--- src/hw/rtl/modexp_pkg.sv ---
// Shared types and constants for the modular exponentiation block.
// No dependencies; imported by modexp_mulmod and modular_exponentiation.
package modexp_pkg;

  localparam int DATA_WIDTH = 32;
  localparam int CNT_W      = $clog2(DATA_WIDTH);

  typedef logic [DATA_WIDTH-1:0] word_t;

  localparam word_t WORD_ONE = word_t'(1);

  // multiplier request from the sequencer
  typedef struct packed {
    logic start;
  } mm_req_t;

  // multiplier status back to the sequencer
  typedef struct packed {
    logic busy;
    logic done;
  } mm_stat_t;

endpackage

--- src/hw/rtl/modexp_mulmod.sv ---
// Bit-serial modular multiplier: product = (op_a * op_b) mod modulus.
// Needs op_a <= modulus. Depends on modexp_pkg.
module modexp_mulmod
  import modexp_pkg::*;
(
  input  logic     clk,
  input  logic     rst,
  input  mm_req_t  req,
  input  word_t    op_a,
  input  word_t    op_b,
  input  word_t    modulus,
  output mm_stat_t stat,
  output word_t    product
);

  word_t            a;
  word_t            b;
  word_t            m;
  word_t            r;
  word_t            r_next;
  logic [CNT_W-1:0] cnt;
  logic             busy;
  logic             done;

  logic [DATA_WIDTH+1:0] s;
  logic [DATA_WIDTH+1:0] m1;
  logic [DATA_WIDTH+1:0] m2;

  // r <- (2r + bit*a) mod m, MSB of b first; 2r + a < 3m
  always_comb begin
    m1 = {2'b00, m};
    m2 = {1'b0, m, 1'b0};
    s  = {1'b0, r, 1'b0} + (b[DATA_WIDTH-1] ? {2'b00, a} : '0);
    if (s >= m2) begin
      r_next = word_t'(s - m2);
    end else if (s >= m1) begin
      r_next = word_t'(s - m1);
    end else begin
      r_next = word_t'(s);
    end
  end

  always_ff @(posedge clk) begin
    if (rst) begin
      busy <= 1'b0;
      done <= 1'b0;
      cnt  <= '0;
    end else begin
      done <= 1'b0;
      if (req.start) begin
        busy <= 1'b1;
        cnt  <= '0;
      end else if (busy) begin
        cnt <= cnt + 1'b1;
        if (cnt == CNT_W'(DATA_WIDTH - 1)) begin
          busy <= 1'b0;
          done <= 1'b1;
        end
      end
    end
  end

  always_ff @(posedge clk) begin
    if (req.start) begin
      a <= op_a;
      b <= op_b;
      m <= modulus;
      r <= '0;
    end else if (busy) begin
      r <= r_next;
      b <= {b[DATA_WIDTH-2:0], 1'b0};
    end
  end

  assign stat.busy = busy;
  assign stat.done = done;
  assign product   = r;

endmodule

--- src/hw/rtl/modular_exponentiation.sv ---
// Top level: base^exponent mod modulus, right-to-left square-and-multiply.
// Depends on modexp_pkg and modexp_mulmod.
//
//   channel  | handshake            | word
//   ---------+----------------------+-------------------------------
//   input    | in_valid / in_ready  | base_value, exponent
//   output   | out_valid / out_ready| power_result
//   config   | cfg_we               | cfg_data (modulus, zero ignored)
//
// One word at a time. The single bit-serial modular multiplier sets the
// pace: one product to reduce the base, then per exponent bit a decision
// step, a multiply (set bits only) and a square; the square after the top
// set bit is skipped. A zero exponent skips every product. Reset (rst,
// synchronous) sets the modulus to 1 and empties the block. A finished
// result waits in the output register; the next word is accepted meanwhile.
module modular_exponentiation
  import modexp_pkg::*;
(
  input  logic  clk,
  input  logic  rst,
  input  logic  in_valid,
  output logic  in_ready,
  input  word_t base_value,
  input  word_t exponent,
  output logic  out_valid,
  input  logic  out_ready,
  output word_t power_result,
  input  logic  cfg_we,
  input  word_t cfg_data
);

  localparam logic [2:0] S_IDLE = 3'd0;
  localparam logic [2:0] S_RED  = 3'd1;  // base mod m
  localparam logic [2:0] S_STEP = 3'd2;  // pick next operation
  localparam logic [2:0] S_MUL  = 3'd3;  // acc * base
  localparam logic [2:0] S_SQR  = 3'd4;  // base * base
  localparam logic [2:0] S_FIN  = 3'd5;  // hand acc to output register

  logic [2:0] state;
  word_t      modulus;
  word_t      base;
  word_t      acc;
  word_t      ex;

  mm_req_t  mm_req;
  mm_stat_t mm_stat;
  word_t    op_a;
  word_t    op_b;
  word_t    mm_prod;
  logic     accept;

  assign in_ready = (state == S_IDLE);
  assign accept   = in_valid && in_ready;

  // multiplier launches: reduce on accept, multiply/square from STEP,
  // square right after a multiply unless no exponent bits remain
  always_comb begin
    mm_req.start = 1'b0;
    case (state)
      S_IDLE:  mm_req.start = accept && (exponent != '0);
      S_STEP:  mm_req.start = (ex != '0);
      S_MUL:   mm_req.start = mm_stat.done && (ex[DATA_WIDTH-1:1] != '0);
      default: mm_req.start = 1'b0;
    endcase
  end

  // reduction runs as 1 * base_value, so op_a <= modulus always holds
  assign op_a = (state == S_IDLE) ? WORD_ONE : base;
  assign op_b = (state == S_IDLE) ? base_value :
                ((state == S_STEP) && ex[0]) ? acc : base;

  modexp_mulmod u_mulmod (
    .clk     (clk),
    .rst     (rst),
    .req     (mm_req),
    .op_a    (op_a),
    .op_b    (op_b),
    .modulus (modulus),
    .stat    (mm_stat),
    .product (mm_prod)
  );

  // modulus register, zero writes dropped
  always_ff @(posedge clk) begin
    if (rst) begin
      modulus <= WORD_ONE;
    end else if (cfg_we && (cfg_data != '0)) begin
      modulus <= cfg_data;
    end
  end

  always_ff @(posedge clk) begin
    if (rst) begin
      state <= S_IDLE;
    end else begin
      case (state)
        S_IDLE: begin
          if (accept) begin
            state <= (exponent == '0) ? S_FIN : S_RED;
          end
        end
        S_RED: begin
          if (mm_stat.done) begin
            state <= S_STEP;
          end
        end
        S_STEP: begin
          if (ex == '0) begin
            state <= S_FIN;
          end else if (ex[0]) begin
            state <= S_MUL;
          end else begin
            state <= S_SQR;
          end
        end
        S_MUL: begin
          if (mm_stat.done) begin
            state <= (ex[DATA_WIDTH-1:1] != '0) ? S_SQR : S_FIN;
          end
        end
        S_SQR: begin
          if (mm_stat.done) begin
            state <= S_STEP;
          end
        end
        S_FIN: begin
          if (!out_valid || out_ready) begin
            state <= S_IDLE;
          end
        end
        default: state <= S_IDLE;
      endcase
    end
  end

  // working registers
  always_ff @(posedge clk) begin
    case (state)
      S_IDLE: begin
        if (accept) begin
          base <= base_value;
          ex   <= exponent;
          acc  <= WORD_ONE;
        end
      end
      S_RED: begin
        if (mm_stat.done) begin
          base <= mm_prod;
        end
      end
      S_MUL: begin
        if (mm_stat.done) begin
          acc <= mm_prod;
          ex  <= {ex[DATA_WIDTH-1:1], 1'b0};
        end
      end
      S_SQR: begin
        if (mm_stat.done) begin
          base <= mm_prod;
          ex   <= {1'b0, ex[DATA_WIDTH-1:1]};
        end
      end
      default: begin
      end
    endcase
  end

  // output register
  always_ff @(posedge clk) begin
    if (rst) begin
      out_valid <= 1'b0;
    end else if ((state == S_FIN) && (!out_valid || out_ready)) begin
      out_valid <= 1'b1;
    end else if (out_ready) begin
      out_valid <= 1'b0;
    end
  end

  always_ff @(posedge clk) begin
    if ((state == S_FIN) && (!out_valid || out_ready)) begin
      power_result <= acc;
    end
  end

  // ---- assertions ----
  a_mod_nonzero: assert property (@(posedge clk) disable iff (rst)
    modulus != '0)
    else $error("modulus register is zero");

  a_prod_reduced: assert property (@(posedge clk) disable iff (rst)
    mm_stat.done |-> (mm_prod < modulus))
    else $error("multiplier result not reduced");

  a_done_owned: assert property (@(posedge clk) disable iff (rst)
    mm_stat.done |-> (state == S_RED || state == S_MUL || state == S_SQR))
    else $error("multiplier finished with no operation pending");

  a_start_free: assert property (@(posedge clk) disable iff (rst)
    mm_req.start |-> !mm_stat.busy)
    else $error("multiplier launched while busy");

  a_zero_exp: assert property (@(posedge clk) disable iff (rst)
    (accept && exponent == '0) |=> (state == S_FIN && acc == WORD_ONE))
    else $error("zero exponent did not go straight to result");

endmodule

--- config.mk ---
export PLATFORM = sky130hd
export DESIGN_NAME = modular_exponentiation
export DESIGN_NICKNAME = d
export VERILOG_FILES = /design/src/hw/rtl/modexp_pkg.sv /design/src/hw/rtl/modexp_mulmod.sv /design/src/hw/rtl/modular_exponentiation.sv
export SDC_FILE = /design/constraint.sdc
export NUM_CORES = 1
export LEC_CHECK = 0
export BUFFER_PORTS_ARGS = -buffer_cell sky130_fd_sc_hd__clkbuf_2
export CORE_MARGIN = 8
export CORE_UTILIZATION = 55
export CTS_BUF_LIST = sky130_fd_sc_hd__clkbuf_8
export DETAILED_ROUTE_END_ITERATION = 10
export PLACE_DENSITY_LB_ADDON = 0.1
export SKIP_LAST_GASP = 1
export SLEW_MARGIN = 20
export SYNTH_ARGS = -nofsm -noshare
export SYNTH_HDL_FRONTEND = slang
export SYNTH_SLANG_ARGS = --single-unit
--- constraint.sdc ---
create_clock -name clk -period 7.3 [get_ports clk]
set_input_delay 1.46 -clock clk [delete_from_list [all_inputs] [get_ports clk]]
set_output_delay 1.46 -clock clk [all_outputs]
set_load 0.01 [all_outputs]
==> metrics <==
Worst setup SP type flip-flop; Synth Area in Simple Gates 14.79%; cts repair resizes 0; post-DP HPWL 36.14 mm; clk_lat worst skew 0.60 ns; met2 Use GR 38.42%; Site Rows 65; worst-path maximum fanout 28; Overflow after GRT 0; ant diodes 0; Setup TNS 0 ns; Synth Area in Compound Gates 17.83%; I/O pins 135; crit path cell chain and2_1 > ha_1 > inv_1 > fa_1 > nand2b_1 > a211oi_1 > o211ai_1 > a21oi_1 > a21boi_0 > o21bai_1 > xor2_1 > ha_1 > a21o_1 > a221oi_2 > o21ai_1 > or3_1 > a211oi_2 > nor2_2 > a31o_4 > or2_1 > o311ai_1 > a21oi_1; Slew HR 31.91%; Netlist Area Pre-Place 17,650 um2; final hold violations 0; DRC errors left 0; Final setup viols 0; Seq/Total Area, Yosys 46.61%; ys flop type edfxtp_1; status complete, no violations; total iterations of the first detailed-routing run 7; CTS Sinks 299; first-pass GRT wire length 76.45 mm; Max IR drop VDD 220.9 uV; Critical Path RT 7.75 ns; post-DR vias/cell 6.073; IO Port Bufs 134; CP Capture Type flip-flop; dpl ws 0.8328 ns; fin worst setup slack 0.7052 ns; most common cell after layout, fill and taps aside edfxtp_1; syn_area_per_cell 10.15 um2; H-tree depth 2; clock skew 0.03558 ns; Post-synth EDFFs 224; GR Util met3 4.178%; RSZ-0062 raised after global routing false; Worst EP arrival 7.04 ns; post-CTS setup buffer count 0; Worst-Margin Slew 1.021 ns; Synth async-reset ratio 0%; nets 2,068; grt met1 use 35.83%; GRT Total Usage 24.84%; DR vias 14,022; CTS tree built; Iteration-0 DRC Markers 1,026; number of synthesized register bits 299; YS warnings 0; share of cells above drive strength 1 15.36%; crit-path max cell delay 0.58 ns; Netlist cell types 85; Mapped Nets 1,940; DRT antenna net count 0; Setup CP Type reg -> reg; pwr dens 417.6 nW/um2; Pleak 8.083 nW; largest net degree at the start of global routing 65; dominant combinational cell family by area after synthesis compound AO/OA/AOI/OAI gates; Max Root-Sink Buffers 3; Horiz. Die Dim 195.2 um; WL final 48.41 mm; routability cong. 1.022; GRT Max-Usage Layer met2; CTS Hold Buffers Added 0; core footprint 31,560 um2; Slew Limit Fails 0; Post-Synth Adder-Cell Area 7.215%; Tmin final 6.595 ns; max cap viols 0; fill count 2,674; Post-Synth XOR/XNOR Area 3.721%; multiplexer area fraction after synthesis 6.293%; Synth Instances 1,739; area grow syn2layout 11.62%; Avg WL per Cell 20.97 um; vias in the first global route 13,866; Slowest cell on crit path or2_1; initial antenna violation count 0; CTS Buf Count 49; most frequent cells in the layout edfxtp_1 (224), a21oi_1 (147), clkbuf_2 (134); Reg clk slew, reported paths 0.07 ns; worst hold path class reg -> reg; DIE HEIGHT 195.2 um; Root Buffer clkbuf_8; die area 38,090 um2; fin crit share 90.34%; starting density of the core 55.95%; f_max 151.6 MHz
-- cells in the mapped netlist, types with 22 or more instances --
cell / number / area (um2)
edfxtp_1: 224 / 6726
a21oi_1: 147 / 735.7
nor2_1: 128 / 480.5
o21ai_0: 106 / 530.5
nand2_1: 101 / 379.1
and2_1: 97 / 606.8
ha_1: 97 / 1214
dfxtp_1: 75 / 1501
mux2i_1: 75 / 750.7
inv_1: 73 / 274.0
clkbuf_1: 61 / 229.0
xnor2_1: 53 / 464.2
a21o_1: 39 / 292.8
nand3_1: 36 / 180.2
mux2_2: 32 / 360.4
a22o_1: 31 / 271.5
nor3_1: 28 / 140.1
nor4_1: 28 / 175.2
and3_1: 23 / 143.9
xor2_1: 22 / 192.7
-- path summary, 6_finish.rpt --
check                       from                   end  slack (ns)  depth (start not counted)
hold / removal           acc[30]      power_result[30]        0.42                          0
hold reg to reg          acc[30]      power_result[30]        0.42                          0
setup reg to reg  u_mulmod.b[31]  u_mulmod.product[10]        0.71                         22
setup / recovery  u_mulmod.b[31]  u_mulmod.product[10]        0.71                         22
-- through the flow --
step           power (mW)  hold WS (ns)  cell area, um2  util, %  instances
2_1_floorplan       5.453        0.4080           17650        -       1739
3_3_place_gp        6.667        0.4138           18720    59.31       2218
3_5_place_dp        6.684        0.4171           18720    59.33       2218
4_1_cts             8.176        0.4243           19710    62.45       2309
5_1_grt             8.754        0.4354           19710    62.45       2309
6_report            8.230        0.4207           19710    62.45       2309
-- cell type report --
cell class / instances / area [um2] / area share (%)
inverters: 73 / 274.0 / 1.390
clock buffers: 57 / 784.5 / 3.981
clock inverters: 34 / 200.2 / 1.016
multi-input cells: 1283 / 8843 / 44.88
flip-flops and latches: 299 / 8228 / 41.75
well taps: 402 / 503.0 / 2.552
repair buffers: 161 / 873.3 / 4.432
-- worst max-delay path, delay by kind of cell (launching register included) --
family | cells | cell delay, ns
AO/OA/AOI/OAI | 12 | 3.11
buffers and inverters | 1 | 0.05
adder cells (fa/ha/maj) | 3 | 0.91
flip-flops | 1 | 0.51
XOR/XNOR | 1 | 0.37
AND/OR/NAND/NOR | 5 | 1.47
-- power by group --
part	leakage [nW]	internal, mW	switching (mW)
combinational	4.72	1.69	2.75
sequential	2.80	2.12	0.198
clock	0.571	0.785	0.687
-- cell families (layout without fill, tap and decap cells) --
group                    count (synthesis)  after routing
AO/OA/AOI/OAI                          483            483
XOR/XNOR                                75             75
adder cells (fa/ha/maj)                100            100
buffers and inverters                  157            325
flip-flops                             299            299
multiplexers                           107            107
AND/OR/NAND/NOR                        518            518
-- layer usage --
layer	part of all wire (%)	wire length, um
met1	47	22630
met2	44	21440
met4	2.0	957
met5	0	0
met3	7.0	3383
-- state kept, by name (all words and copies together), names as in the netlist --
signal            flops
u_mulmod.b           32
power_result         32
u_mulmod.product     32
u_mulmod.done         1
u_mulmod.cnt          5
acc                  32
u_mulmod.a           32
out_valid             1
ex                   32
modulus              32
state                 3
u_mulmod.busy         1
u_mulmod.m           32
base                 32
Power figures use the tool's default switching activity.
